==> src/design/tlg_pkg.sv <==
`timescale 1ns / 1ps
`default_nettype none
// ----------------------------------------------------------------------------
// tlg_pkg
// shared types, constants and the sine table of the turtle line generator
// ----------------------------------------------------------------------------
package tlg_pkg;

  // default fixed-point format of the coordinates
  localparam int FRAC_BITS_DEF      = 16;
  localparam int COORD_INT_BITS_DEF = 21;

  // sine table entries carry 16 fraction bits
  localparam int TABLE_FRAC = 16;
  localparam int TRIG_W     = 17;

  // command word widths
  localparam int MODE_W   = 3;
  localparam int AMOUNT_W = 16;
  localparam int DEG_W    = 9;

  // home register
  localparam int                HOME_W     = 20;
  localparam logic [HOME_W-1:0] HOME_RESET = 20'd250;

  // degree arithmetic
  localparam logic [DEG_W-1:0] DEG_FULL    = 9'd360;
  localparam logic [DEG_W-1:0] DEG_HALF    = 9'd180;
  localparam logic [DEG_W-1:0] DEG_QUARTER = 9'd90;

  // floor(2^24 / 360): quotient estimate is exact or one low
  localparam logic [15:0] RECIP_360   = 16'd46603;
  localparam int          RECIP_SHIFT = 24;

  typedef enum logic [MODE_W-1:0] {
    MODE_HOME     = 3'd0,
    MODE_PEN_DOWN = 3'd1,
    MODE_PEN_UP   = 3'd2,
    MODE_TURN     = 3'd3,
    MODE_MOVE     = 3'd4
  } mode_t;

  // decoded command held in the input stage
  typedef struct packed {
    mode_t               mode;
    logic                amt_neg;
    logic [AMOUNT_W-1:0] amt_mag;   // |amount|, 32768 fits
    logic [DEG_W-1:0]    turn_deg;  // amount mod 360, 0..359
  } cmd_t;

  // handshake status of the execute step
  typedef struct packed {
    logic fire;   // command in the input stage is consumed this cycle
    logic emit;   // command is a move with the pen down
  } core_stat_t;

  // sine or cosine as sign and magnitude
  typedef struct packed {
    logic              neg;
    logic [TRIG_W-1:0] mag;
  } trig_t;

  localparam logic [TRIG_W-1:0] QUARTER_SINE [91] = '{
    17'd0,     17'd1144,  17'd2287,  17'd3430,  17'd4572,  17'd5712,  17'd6850,
    17'd7987,  17'd9121,  17'd10252, 17'd11380, 17'd12505, 17'd13626, 17'd14742,
    17'd15855, 17'd16962, 17'd18064, 17'd19161, 17'd20252, 17'd21336, 17'd22415,
    17'd23486, 17'd24550, 17'd25607, 17'd26656, 17'd27697, 17'd28729, 17'd29753,
    17'd30767, 17'd31772, 17'd32768, 17'd33754, 17'd34729, 17'd35693, 17'd36647,
    17'd37590, 17'd38521, 17'd39441, 17'd40348, 17'd41243, 17'd42126, 17'd42995,
    17'd43852, 17'd44695, 17'd45525, 17'd46341, 17'd47143, 17'd47930, 17'd48703,
    17'd49461, 17'd50203, 17'd50931, 17'd51643, 17'd52339, 17'd53020, 17'd53684,
    17'd54332, 17'd54963, 17'd55578, 17'd56175, 17'd56756, 17'd57319, 17'd57865,
    17'd58393, 17'd58903, 17'd59396, 17'd59870, 17'd60326, 17'd60764, 17'd61183,
    17'd61584, 17'd61966, 17'd62328, 17'd62672, 17'd62997, 17'd63303, 17'd63589,
    17'd63856, 17'd64104, 17'd64332, 17'd64540, 17'd64729, 17'd64898, 17'd65048,
    17'd65177, 17'd65287, 17'd65376, 17'd65446, 17'd65496, 17'd65526, 17'd65536
  };

  // sine of a heading 0..359 from the quarter-wave table
  function automatic trig_t sine_of(input logic [DEG_W-1:0] deg);
    trig_t            res;
    logic [DEG_W-1:0] d;
    res.neg = (deg > DEG_HALF);
    d       = res.neg ? (deg - DEG_HALF) : deg;
    if (d > DEG_QUARTER) begin
      d = DEG_HALF - d;
    end
    res.mag = QUARTER_SINE[d[6:0]];
    return res;
  endfunction

  // cosine as the sine a quarter turn ahead
  function automatic trig_t cosine_of(input logic [DEG_W-1:0] deg);
    logic [DEG_W:0] s;
    logic [DEG_W-1:0] d;
    s = {1'b0, deg} + {1'b0, DEG_QUARTER};
    if (s >= {1'b0, DEG_FULL}) begin
      s = s - {1'b0, DEG_FULL};
    end
    d = s[DEG_W-1:0];
    return sine_of(d);
  endfunction

endpackage
`default_nettype wire

==> src/design/turtle_line_generator_top.sv <==
`timescale 1ns / 1ps
`default_nettype none
// ----------------------------------------------------------------------------
// turtle_line_generator_top
// turtle-graphics engine: turns, moves and pen commands in, line segments out
// ----------------------------------------------------------------------------
// a pen-down move beat is registered in the input stage, then its segment in the result register
// throughput: one command beat per cycle but for the stall below; the turtle state update is
//   one table entry times the step count, one add and clamp per axis
// a waiting segment holds back only a following pen-down move; other commands pass
// reset: synchronous active-low rst_n, home register 250, turtle at home, heading 0,
//   pen down, both stages empty
// ----------------------------------------------------------------------------
module turtle_line_generator_top #(
  parameter int FRAC_BITS      = tlg_pkg::FRAC_BITS_DEF,
  parameter int COORD_INT_BITS = tlg_pkg::COORD_INT_BITS_DEF
) (
  input  wire logic                                 clk,
  input  wire logic                                 rst_n,
  // configuration: home position
  input  wire logic                                 cfg_wr_en,
  input  wire logic [tlg_pkg::HOME_W-1:0]           cfg_wr_data,
  // command beats
  input  wire logic                                 in_tvalid,
  output logic                                      in_tready,
  input  wire logic [tlg_pkg::AMOUNT_W-1:0]         in_tdata,  // amount
  input  wire logic [tlg_pkg::MODE_W-1:0]           in_tuser,  // mode
  // segment beats
  output logic                                      out_tvalid,
  input  wire logic                                 out_tready,
  // from_x, from_y, to_x, to_y, each COORD_INT_BITS wide, zero fill on top
  output logic [((4*COORD_INT_BITS+7)/8)*8-1:0]     out_tdata
);

  localparam int POS_W = COORD_INT_BITS + FRAC_BITS;

  logic                     cmd_valid;
  tlg_pkg::cmd_t            cmd;
  tlg_pkg::core_stat_t      stat;
  logic                     out_free;
  logic signed [POS_W-1:0]  old_x, old_y, new_x, new_y;

  // input register: decode and angle reduction
  tlg_cmd_stage u_cmd (
    .clk       (clk),
    .rst_n     (rst_n),
    .in_tvalid (in_tvalid),
    .in_tready (in_tready),
    .in_tdata  (in_tdata),
    .in_tuser  (in_tuser),
    .stat      (stat),
    .cmd_valid (cmd_valid),
    .cmd       (cmd)
  );

  // turtle state; consumes the staged command, a pen-down move only when the result side has room
  tlg_core #(
    .FRAC_BITS      (FRAC_BITS),
    .COORD_INT_BITS (COORD_INT_BITS)
  ) u_core (
    .clk         (clk),
    .rst_n       (rst_n),
    .cfg_wr_en   (cfg_wr_en),
    .cfg_wr_data (cfg_wr_data),
    .cmd_valid   (cmd_valid),
    .cmd         (cmd),
    .out_free    (out_free),
    .stat        (stat),
    .old_x       (old_x),
    .old_y       (old_y),
    .new_x       (new_x),
    .new_y       (new_y)
  );

  // result register with integer truncation on the way out
  tlg_out_stage #(
    .FRAC_BITS      (FRAC_BITS),
    .COORD_INT_BITS (COORD_INT_BITS)
  ) u_out (
    .clk        (clk),
    .rst_n      (rst_n),
    .load       (stat.fire && stat.emit),
    .old_x      (old_x),
    .old_y      (old_y),
    .new_x      (new_x),
    .new_y      (new_y),
    .out_free   (out_free),
    .out_tvalid (out_tvalid),
    .out_tready (out_tready),
    .out_tdata  (out_tdata)
  );

  // a staged command waits only behind a full, stalled result register
  assert property (@(posedge clk) disable iff (!rst_n)
    (cmd_valid && !stat.fire) |-> (stat.emit && out_tvalid && !out_tready))
    else $error("staged command stalled without a blocked segment");

  // every new segment beat comes from a consumed pen-down move
  assert property (@(posedge clk) disable iff (!rst_n)
    $rose(out_tvalid) |-> $past(stat.fire && stat.emit))
    else $error("segment beat without a pen-down move");

  // a consumed pen-down move always lands in the result register
  assert property (@(posedge clk) disable iff (!rst_n)
    (stat.fire && stat.emit) |=> out_tvalid)
    else $error("pen-down move lost its segment");

endmodule
`default_nettype wire

==> src/design/tlg_cmd_stage.sv <==
`timescale 1ns / 1ps
`default_nettype none
// ----------------------------------------------------------------------------
// tlg_cmd_stage
// input register: decodes a command beat and reduces the turn angle mod 360
// ----------------------------------------------------------------------------
module tlg_cmd_stage (
  input  wire logic                          clk,
  input  wire logic                          rst_n,
  input  wire logic                          in_tvalid,
  output logic                               in_tready,
  input  wire logic [tlg_pkg::AMOUNT_W-1:0]  in_tdata,
  input  wire logic [tlg_pkg::MODE_W-1:0]    in_tuser,
  input  wire tlg_pkg::core_stat_t           stat,
  output logic                               cmd_valid,
  output tlg_pkg::cmd_t                      cmd
);

  logic                             cmd_valid_r;
  tlg_pkg::cmd_t                    cmd_r;
  tlg_pkg::cmd_t                    cmd_nxt;
  logic [tlg_pkg::AMOUNT_W-1:0]     mag;
  logic [31:0]                      q_prod;
  logic [7:0]                       q_est;
  logic [16:0]                      q_times;
  logic [9:0]                       r_est;
  logic [tlg_pkg::DEG_W-1:0]        r_mod;

  assign in_tready = !cmd_valid_r || stat.fire;

  always_comb begin
    mag     = in_tdata[tlg_pkg::AMOUNT_W-1] ? (~in_tdata + 16'd1) : in_tdata;
    // quotient by reciprocal, then at most one correction
    q_prod  = 32'(mag) * 32'(tlg_pkg::RECIP_360);
    q_est   = q_prod[31:tlg_pkg::RECIP_SHIFT];
    q_times = 17'(q_est) * 17'(tlg_pkg::DEG_FULL);
    r_est   = 10'(17'(mag) - q_times);
    r_mod   = (r_est >= 10'(tlg_pkg::DEG_FULL)) ? 9'(r_est - 10'(tlg_pkg::DEG_FULL))
                                                : r_est[8:0];
    cmd_nxt.mode     = tlg_pkg::mode_t'(in_tuser);
    cmd_nxt.amt_neg  = in_tdata[tlg_pkg::AMOUNT_W-1];
    cmd_nxt.amt_mag  = mag;
    cmd_nxt.turn_deg = (cmd_nxt.amt_neg && (r_mod != '0)) ? (tlg_pkg::DEG_FULL - r_mod)
                                                           : r_mod;
  end

  always_ff @(posedge clk) begin
    if (!rst_n) begin
      cmd_valid_r <= 1'b0;
    end else if (in_tvalid && in_tready) begin
      cmd_valid_r <= 1'b1;
    end else if (stat.fire) begin
      cmd_valid_r <= 1'b0;
    end
  end

  always_ff @(posedge clk) begin
    if (in_tvalid && in_tready) begin
      cmd_r <= cmd_nxt;
    end
  end

  assign cmd_valid = cmd_valid_r;
  assign cmd       = cmd_r;

endmodule
`default_nettype wire

==> src/design/tlg_core.sv <==
`timescale 1ns / 1ps
`default_nettype none
// ----------------------------------------------------------------------------
// tlg_core
// turtle state and the combinational turn and move datapath
// ----------------------------------------------------------------------------
module tlg_core #(
  parameter int FRAC_BITS      = tlg_pkg::FRAC_BITS_DEF,
  parameter int COORD_INT_BITS = tlg_pkg::COORD_INT_BITS_DEF
) (
  input  wire logic                               clk,
  input  wire logic                               rst_n,
  input  wire logic                               cfg_wr_en,
  input  wire logic [tlg_pkg::HOME_W-1:0]         cfg_wr_data,
  input  wire logic                               cmd_valid,
  input  wire tlg_pkg::cmd_t                      cmd,
  input  wire logic                               out_free,
  output tlg_pkg::core_stat_t                     stat,
  output logic signed [COORD_INT_BITS+FRAC_BITS-1:0] old_x,
  output logic signed [COORD_INT_BITS+FRAC_BITS-1:0] old_y,
  output logic signed [COORD_INT_BITS+FRAC_BITS-1:0] new_x,
  output logic signed [COORD_INT_BITS+FRAC_BITS-1:0] new_y
);

  localparam int POS_W    = COORD_INT_BITS + FRAC_BITS;
  localparam int SCALE_UP = (FRAC_BITS >= tlg_pkg::TABLE_FRAC) ?
                            (FRAC_BITS - tlg_pkg::TABLE_FRAC) : 0;
  localparam int SCALE_DN = (FRAC_BITS < tlg_pkg::TABLE_FRAC) ?
                            (tlg_pkg::TABLE_FRAC - FRAC_BITS) : 0;
  localparam int PROD_W   = 34;
  localparam int DM_W     = PROD_W + SCALE_UP;
  localparam int SUM_W    = ((POS_W > DM_W + 1) ? POS_W : (DM_W + 1)) + 1;
  localparam logic [PROD_W-1:0] HALF = (PROD_W'(1) << SCALE_DN) >> 1;
  localparam logic [63:0] INT_MAX = (64'(1) << (COORD_INT_BITS - 1)) - 64'(1);
  localparam logic signed [POS_W-1:0] POS_HI = {1'b0, {(POS_W-1){1'b1}}};
  localparam logic signed [POS_W-1:0] POS_LO = {1'b1, {(POS_W-1){1'b0}}};
  localparam logic signed [SUM_W-1:0] SUM_HI = SUM_W'(POS_HI);
  localparam logic signed [SUM_W-1:0] SUM_LO = SUM_W'(POS_LO);

  logic [tlg_pkg::HOME_W-1:0]   home_r;
  logic signed [POS_W-1:0]      pos_x_r, pos_x_nxt;
  logic signed [POS_W-1:0]      pos_y_r, pos_y_nxt;
  logic [tlg_pkg::DEG_W-1:0]    heading_r, heading_nxt;
  tlg_pkg::trig_t               sin_r, sin_nxt;
  tlg_pkg::trig_t               cos_r, cos_nxt;
  logic                         pen_r, pen_nxt;

  logic [tlg_pkg::DEG_W:0]      turn_sum;
  logic [tlg_pkg::DEG_W-1:0]    turn_deg;
  logic [PROD_W-1:0]            prod_x, prod_y;
  logic [PROD_W-1:0]            rnd_x, rnd_y;
  logic [DM_W-1:0]              mag_x, mag_y;
  logic signed [SUM_W-1:0]      dx, dy, sum_x, sum_y;
  logic signed [POS_W-1:0]      move_x, move_y;
  logic signed [POS_W-1:0]      home_fix;
  logic signed [POS_W-1:0]      home_fix_rst;
  logic                         is_move;

  // home coordinate in fixed point, saturated to the coordinate range
  function automatic logic signed [POS_W-1:0] home_sat(input logic [tlg_pkg::HOME_W-1:0] h);
    logic [63:0] hw;
    hw = 64'(h);
    if (hw > INT_MAX) begin
      return POS_HI;
    end
    return POS_W'(hw << FRAC_BITS);
  endfunction

  function automatic logic signed [POS_W-1:0] clamp(input logic signed [SUM_W-1:0] v);
    if (v > SUM_HI) begin
      return POS_HI;
    end
    if (v < SUM_LO) begin
      return POS_LO;
    end
    return v[POS_W-1:0];
  endfunction

  assign home_fix     = home_sat(home_r);
  assign home_fix_rst = home_sat(tlg_pkg::HOME_RESET);

  // handshake
  assign is_move   = (cmd.mode == tlg_pkg::MODE_MOVE);
  assign stat.emit = cmd_valid && is_move && pen_r;
  assign stat.fire = cmd_valid && (!(is_move && pen_r) || out_free);

  // move: exact product, rescale with rounding, signed add and clamp
  always_comb begin
    prod_x = PROD_W'(sin_r.mag) * PROD_W'(cmd.amt_mag);
    prod_y = PROD_W'(cos_r.mag) * PROD_W'(cmd.amt_mag);
    rnd_x  = (prod_x + HALF) >> SCALE_DN;
    rnd_y  = (prod_y + HALF) >> SCALE_DN;
    mag_x  = DM_W'(rnd_x) << SCALE_UP;
    mag_y  = DM_W'(rnd_y) << SCALE_UP;
    dx     = (sin_r.neg ^ cmd.amt_neg) ? -$signed(SUM_W'(mag_x)) : $signed(SUM_W'(mag_x));
    dy     = (cos_r.neg ^ cmd.amt_neg) ? -$signed(SUM_W'(mag_y)) : $signed(SUM_W'(mag_y));
    sum_x  = SUM_W'(pos_x_r) + dx;
    sum_y  = SUM_W'(pos_y_r) - dy;
    move_x = clamp(sum_x);
    move_y = clamp(sum_y);
  end

  // turn: add the pre-reduced angle, wrap once
  always_comb begin
    turn_sum = {1'b0, heading_r} + {1'b0, cmd.turn_deg};
    if (turn_sum >= {1'b0, tlg_pkg::DEG_FULL}) begin
      turn_sum = turn_sum - {1'b0, tlg_pkg::DEG_FULL};
    end
    turn_deg = turn_sum[tlg_pkg::DEG_W-1:0];
  end

  always_comb begin
    pos_x_nxt   = pos_x_r;
    pos_y_nxt   = pos_y_r;
    heading_nxt = heading_r;
    sin_nxt     = sin_r;
    cos_nxt     = cos_r;
    pen_nxt     = pen_r;
    if (stat.fire) begin
      unique case (cmd.mode)
        tlg_pkg::MODE_HOME: begin
          pos_x_nxt   = home_fix;
          pos_y_nxt   = home_fix;
          heading_nxt = '0;
          sin_nxt     = tlg_pkg::sine_of('0);
          cos_nxt     = tlg_pkg::cosine_of('0);
          pen_nxt     = 1'b1;
        end
        tlg_pkg::MODE_PEN_DOWN: begin
          pen_nxt = 1'b1;
        end
        tlg_pkg::MODE_PEN_UP: begin
          pen_nxt = 1'b0;
        end
        tlg_pkg::MODE_TURN: begin
          heading_nxt = turn_deg;
          sin_nxt     = tlg_pkg::sine_of(turn_deg);
          cos_nxt     = tlg_pkg::cosine_of(turn_deg);
        end
        tlg_pkg::MODE_MOVE: begin
          pos_x_nxt = move_x;
          pos_y_nxt = move_y;
        end
        default: begin
        end
      endcase
    end
  end

  always_ff @(posedge clk) begin
    if (!rst_n) begin
      home_r    <= tlg_pkg::HOME_RESET;
      pos_x_r   <= home_fix_rst;
      pos_y_r   <= home_fix_rst;
      heading_r <= '0;
      sin_r     <= tlg_pkg::sine_of('0);
      cos_r     <= tlg_pkg::cosine_of('0);
      pen_r     <= 1'b1;
    end else begin
      if (cfg_wr_en) begin
        home_r <= cfg_wr_data;
      end
      pos_x_r   <= pos_x_nxt;
      pos_y_r   <= pos_y_nxt;
      heading_r <= heading_nxt;
      sin_r     <= sin_nxt;
      cos_r     <= cos_nxt;
      pen_r     <= pen_nxt;
    end
  end

  assign old_x = pos_x_r;
  assign old_y = pos_y_r;
  assign new_x = move_x;
  assign new_y = move_y;

endmodule
`default_nettype wire

==> src/design/tlg_out_stage.sv <==
`timescale 1ns / 1ps
`default_nettype none
// ----------------------------------------------------------------------------
// tlg_out_stage
// result register: holds a segment and presents its endpoints truncated to integers
// ----------------------------------------------------------------------------
module tlg_out_stage #(
  parameter int FRAC_BITS      = tlg_pkg::FRAC_BITS_DEF,
  parameter int COORD_INT_BITS = tlg_pkg::COORD_INT_BITS_DEF
) (
  input  wire logic                                   clk,
  input  wire logic                                   rst_n,
  input  wire logic                                   load,
  input  wire logic signed [COORD_INT_BITS+FRAC_BITS-1:0] old_x,
  input  wire logic signed [COORD_INT_BITS+FRAC_BITS-1:0] old_y,
  input  wire logic signed [COORD_INT_BITS+FRAC_BITS-1:0] new_x,
  input  wire logic signed [COORD_INT_BITS+FRAC_BITS-1:0] new_y,
  output logic                                        out_free,
  output logic                                        out_tvalid,
  input  wire logic                                   out_tready,
  output logic [((4*COORD_INT_BITS+7)/8)*8-1:0]       out_tdata
);

  localparam int POS_W = COORD_INT_BITS + FRAC_BITS;
  localparam int TD_W  = ((4*COORD_INT_BITS+7)/8)*8;

  logic                    valid_r;
  logic [POS_W-1:0]        pt_r [4];
  logic [COORD_INT_BITS-1:0] ip [4];

  assign out_free = !valid_r || out_tready;

  always_ff @(posedge clk) begin
    if (!rst_n) begin
      valid_r <= 1'b0;
    end else if (load) begin
      valid_r <= 1'b1;
    end else if (out_tready) begin
      valid_r <= 1'b0;
    end
  end

  always_ff @(posedge clk) begin
    if (load) begin
      pt_r[0] <= old_x;
      pt_r[1] <= old_y;
      pt_r[2] <= new_x;
      pt_r[3] <= new_y;
    end
  end

  // floor, plus one for a negative value with a fraction: truncation toward zero
  always_comb begin
    for (int i = 0; i < 4; i++) begin
      ip[i] = pt_r[i][POS_W-1:FRAC_BITS]
            + COORD_INT_BITS'(pt_r[i][POS_W-1] && (|pt_r[i][FRAC_BITS-1:0]));
    end
  end

  assign out_tvalid = valid_r;
  assign out_tdata  = TD_W'({ip[3], ip[2], ip[1], ip[0]});

endmodule
`default_nettype wire
==> config.mk <==
export PLATFORM = sky130hd
export DESIGN_NAME = turtle_line_generator_top
export DESIGN_NICKNAME = d
export VERILOG_FILES = /design/src/design/tlg_pkg.sv /design/src/design/turtle_line_generator_top.sv /design/src/design/tlg_cmd_stage.sv /design/src/design/tlg_core.sv /design/src/design/tlg_out_stage.sv
export SDC_FILE = /design/constraint.sdc
export NUM_CORES = 2
export LEC_CHECK = 0
export CAP_MARGIN = 25
export CORE_MARGIN = 8
export CORE_UTILIZATION = 50
export CTS_CLUSTER_SIZE = 24
export DETAILED_ROUTE_END_ITERATION = 8
export DONT_BUFFER_PORTS = 1
export MAX_ROUTING_LAYER = met4
export PLACE_DENSITY = 0.73
export SETUP_SLACK_MARGIN = 0.1
export SLEW_MARGIN = 40
export SYNTH_ARGS = -nofsm -noshare
export SYNTH_HDL_FRONTEND = slang
export SYNTH_SLANG_ARGS = --single-unit
==> constraint.sdc <==
create_clock -name clk -period 15.9 [get_ports clk]
set_input_delay 3.975 -clock clk [delete_from_list [all_inputs] [get_ports clk]]
set_output_delay 3.975 -clock clk [all_outputs]
set_load 0.02 [all_outputs]
# Word level (Yosys, flattened, before mapping)
# Memories as Yosys holds them, arrays and structs flattened.
# Cells that the tools add are included.
# word_totals
register_bits	171
mem_bits_rw	148
romBits	4352
in_bits	44
elab_cells	143
mem_count	3
# classes
n_addsub	20
mul	4
magnitude_cmp	13
n_eq_ne	4
muxes	47
n_bitwise	5
reduce_logical	32
# memory_table
memory	words	word_bits	read_ports	rd_ports_with_merged_regs	write_ports	line_no	text
(no name shown)	128	17	1	0	0	tlg_pkg.sv:88	res.mag = QUARTER_SINE[d[6:0]];
(no name shown)	128	17	1	0	0	tlg_pkg.sv:88	
u_out.pt_r	4	37	4	0	4	tlg_out_stage.sv:28	logic [POS_W-1:0] pt_r [4];
# op_table
operator	n
$mux W37	8
$pmux W37 S2	2
$add A21 B1 Y21	4
$gt A38 B37 Y1 const B	2
$lt A38 B37 Y1 const B	2
$mux W38	2
$neg A33 Y38	2
$mux W9	8
$pmux W18 S2	2
$mux W17	4
$mul A17 B16 Y33	2
$reduce_or A16 Y1	4
$mux W7	6
$add A37 B38 Y38	1
$sub A37 B38 Y38	1
$mul A16 B16 Y32 const B	1
$ge A10 B9 Y1 const B	3
$sub A9 B9 Y9 const B	3
$gt A9 B7 Y1 const B	2
$gt A9 B8 Y1 const B	2
$pmux W9 S2	1
$sub A9 B8 Y9 const B	2
$add A16 B1 Y16 const B	1
$ge A8 B8 Y1 const B	2
23 further kinds	58

# Longest topological paths before layout
# depth
ltp_word	19
depth_mapped	48
ltp_nobuf	48

# Cells and area by module
# A second synthesis with hierarchy kept.
# unflattened
hier_cells	5509
area_unflattened_um2	47006.3
# modules_own_cells
module	n_inst	cells_per_inst	area_each_um2
tlg_core	1	4497	34803.4
tlg_out_stage	1	395	6158.4
tlg_cmd_stage	1	616	6038.3
turtle_line_generator_top	1	1	6.3

# Least setup slack after synthesis
# No wires, ideal clock.
# synth_timing
path_type	input-to-reg
start	in in_tdata[1] (netlist name)
end	reg u_cmd.cmd_r, in the netlist u_cmd.cmd[3], data pin
setup_ns	0.262
t_arrival_ns	13.773
required_time_ns	15.638
setup_slack_ns	1.865
cell_stages	43
cell_sequence	inv_1 -> ha_1 -> nand2_1 -> or3_1 -> or3_1 -> or4_1 -> o21ai_0 -> xnor2_1 -> ha_1 -> inv_1 -> fa_1 -> inv_1 -> fa_1 -> fa_1 -> ha_1 -> ha_1 -> ha_1 -> nor2b_1 -> [7 not listed] -> inv_1 -> fa_1 -> inv_1 -> ha_1 -> inv_1 -> fa_1 -> ha_1 -> a21oi_1 -> xor2_1 -> xnor2_1 -> o21ai_0 -> a211o_1 -> o21ai_0 -> o21bai_1 -> o31a_1 -> o41ai_1 -> nor3b_1 -> xnor2_1
# synth_rtl
element	line_no	text
from (decl)	turtle_line_generator_top.sv:26	input wire logic [tlg_pkg::AMOUNT_W-1:0] in_tdata,
to (signal assigned)	tlg_cmd_stage.sv:59	cmd_r <= cmd_nxt;
to (decl)	tlg_cmd_stage.sv:20	tlg_pkg::cmd_t cmd_r;

==> impl_summary.txt <==
----------------------------------------------------
[Clock network]
  Inserted Clock Buffers ... 38
  Maximum root-to-sink buffer count ... 3
  Buffer type at the clock tree root ... clkbuf_16
  Htree depth ... 2
  Clock tree from TritonCTS ... done
  Worst-Skew Late Latency ... 0.59 ns
  Clock sink total ... 318
  Setup Fix Bufs, Post-CTS ... 0
  Hold-fix buffers, CTS ... 0
  Clock-pin slew of the registers on the worst-case setup and hold paths ... 0.07 ns
  Post_cts resized ... 0

[Cells and area]
  Area added between synthesis and finish ... 5.533%
  Combined area of the multi-input logic cells ... around 0.035 mm2
  Most used cells in the layout excluding fill and tap cells ... 713 x inv_1, 622 x nand2_1, 491 x fa_1
  Fraction of layout cells with a size suffix above 1 ... 0.04433
  Sequential cell area ... 0.008133 mm2
  Nets ... 6,220
  Commonest non-fill, non-tap cell in the layout ... inv_1
  Layout fillers ... 8,343

[Global route]
  Vias in the first global route ... 38,730
  Total track usage ... 0.2543
  Initial antenna violation count ... 0
  Wire length of the first global-routing pass ... ~210,000 um
  Pin count of the biggest net entering global routing ... 68
  Overflow left after global routing ... 0

[Timing]
  Number of max-slew violations in the final report ... 0
  Final worst clock skew ... 0.03567 ns
  Period minus WS final ... 14.48 ns
  Actual slew at the worst max-slew pin ... 0.8902 ns
  Count of endpoints failing hold in the final timing report ... 0
  Final setup viols ... 0
  Max transition margin ... 0.4057
  Top achievable clock speed ... 0.06908 GHz
  Post-route clock period utilization ... 0.9104
  Worst setup margin ... 1.424 ns
  Setup repair after global routing missed its margin ... false
  Sum of negative setup slack ... 0 ns

[Placement]
  Post-DP HPWL ... 97,950 um
  Post-placement worst setup slack ... between 0.6 and 0.7 ns
  RD Place Congestion ... around 0.94
  IO Port Bufs ... 0

[Routing]
  Detail-routed net length per standard cell ... 19.89 um
  Antenna Nets Post-Route ... 0
  Number of vias per cell after detailed routing ... 5.934
  First-iteration detailed-routing DRC count ... 3,479
  Routed wire length ... around 130,000 um
  First-pass detailed-route iteration total ... 6
  Number of remaining DRC errors ... 0
  Total via count after detailed routing ... 38,230

[Synthesis]
  Post-synth cell types ... 114
  Area share of the leading cell type in the synthesized netlist ... 0.2129
  Sequential-to-total area share from yosys stat ... 0.1760
  Post-synth EDFFs ... 176
  Number of synthesis warnings ... 0
  Cells taking the most area after synthesis ... fa_1 21%, ha_1 12%, edfxtp_1 11%, dfxtp_1 6.2%, inv_1 5.8%
  Count of mapped cells out of synthesis ... 5,362
  Cell Area, Synth ... 0.04618 mm2
  Async S/R FF share, synth ... 0
  Number of register bits inferred by synthesis ... roughly 320
  Mean instance size in the synthesized netlist ... between 8 and 9 um2
  Prevailing post-synth register cell ... edfxtp_1
  Dominant cell type by area after synthesis ... fa_1

[Floorplan]
  Height of the die ... ~320 um
  Placement row count ... 111
  I/O pin count ... ~130
  Core Box Area ... 0.09166 mm2
  Die X-Extent ... 319.9 um
  Effective utilization at floorplan ... 0.5038
  Die area ... 0.1023 mm2

[Setup path]
  Classification of the worst setup path ... input port to register
  Total stage count of the critical path ... 43
  Worst endpoint required time ... about 16 ns
  CP arrival ... between 10 and 15 ns
  Slowest-stage cell, CP ... o41ai_2
  Worst-path maximum fanout ... 5
  Kind of cell with the highest combined delay on the critical path ... adder cells
  Category of the worst setup path capture point ... register
  CP Launch Type ... input port
  WP buf/inv ... 6
  CP peak stage delay ... 0.57 ns
  Worst reg-to-reg setup slack ... ~4.2 ns
  Cell repeated most along the worst path ... ha_1
  Reg2reg path depth ... 44

[Job]
  Max Cap Viol ... 0

[Min path]
  Classification of the worst-slack hold path ... register to register
  Hold Path Cell Cnt ... 0

[Status]
  Status ... complete, no violations

----------------------------------------------------
==> path summary, 6_finish.rpt <==
check / from / end
worst max-delay path: in_tdata[1] / u_cmd.cmd[3]$_DFFE_PP_
worst min-delay path: u_core.old_y[13]$_SDFFE_PN0P_ / u_out.pt_r[1][13]$_DFFE_PP_
worst max register to register: u_cmd.cmd[15]$_DFFE_PP_ / u_core.old_x[20]$_SDFFE_PN1P_
worst min register to register: u_core.old_y[13]$_SDFFE_PN0P_ / u_out.pt_r[1][13]$_DFFE_PP_
==> metrics by stage <==
stage / utilization / instance area, um2 / instances / hold slack [ns]
after detailed placement: 0.5168 / 47370 / 6372 / 0.4265
after global routing: 0.5316 / 48730 / 6442 / 0.4803
after CTS: 0.5312 / 48690 / 6442 / 0.4617
final: 0.5316 / 48730 / 6443 / 0.4643
after floorplan: - / 46190 / 5365 / 0.4082
after global placement: 0.5160 / 47290 / 6370 / 0.4140
==> synthesized netlist by cell type, types with 14 or more instances <==
master    count
or2_2        17
nor2b_1      31
o31ai_1      42
a22oi_1      21
a211oi_1     43
or3_1        30
a21oi_1     247
nand4_1      33
o21a_1       31
ha_1        459
inv_1       714
nand2b_1     27
maj3_1       22
clkbuf_1    211
nand3_1      90
o21ai_1      24
a221oi_1     27
mux2i_1      41
and2_1      277
fa_1        491
o221ai_1     18
nand2_1     623
a22o_1       24
a21boi_0     14
edfxtp_1    176
xor2_1       95
o211ai_1     37
nor2_1      337
dfxtp_1     142
o311ai_0     14
nor4_1       26
and3_1       44
xnor2_1     228
a31oi_1      32
a21o_1       57
buf_2        22
o22ai_1      25
nor3_1       84
o21ai_0     204
==> area by class of cell <==
type / instances / area share
Tap cell: 1186 / 0.03045
Clock inverter: 18 / 0.004673
Sequential cell: 318 / 0.1669
Antenna cell: 1 / 0.00005135
Timing Repair Buffer: 70 / 0.01127
Multi-Input combinational cell: 4082 / 0.7090
Clock buffer: 52 / 0.02249
Inverter: 716 / 0.05515
==> layer usage <==
metal	vias to the layer above	global-route usage	share of wire
met5	-	-	0
met4	0	0.08698	0.035
met3	283	0.03858	0.077
met2	1518	0.4132	0.47
met1	18600	0.3241	0.42
li1	17830	-	-
==> registers in the layout (all words and copies together), names as in the netlist <==
| name | flops |
|---|---|
| u_core.sin_r | 18 |
| u_core.old_y | 37 |
| u_out.pt_r | 148 |
| u_core.old_x | 37 |
| u_core.pen_r | 1 |
| u_core.home_r | 20 |
| u_cmd.cmd | 28 |
| u_core.heading_r | 9 |
| u_core.cos_r | 18 |
| u_cmd.cmd_valid | 1 |
| u_out.out_tvalid | 1 |
==> cells by family after synthesis <==
family,after synthesis,share of synthesized area
XOR/XNOR,324,0.06175
multiplexers,50,0.01124
other,1,0.00008121
adder cells (fa/ha/maj),972,0.3420
flip-flops,318,0.1760
AO/OA/AOI/OAI,1043,0.1543
AND/OR/NAND/NOR,1689,0.1749
buffers and inverters,965,0.07977
Power is not shown: default switching activity piles up to over one toggle a cycle in this logic, so the estimate is an artifact.
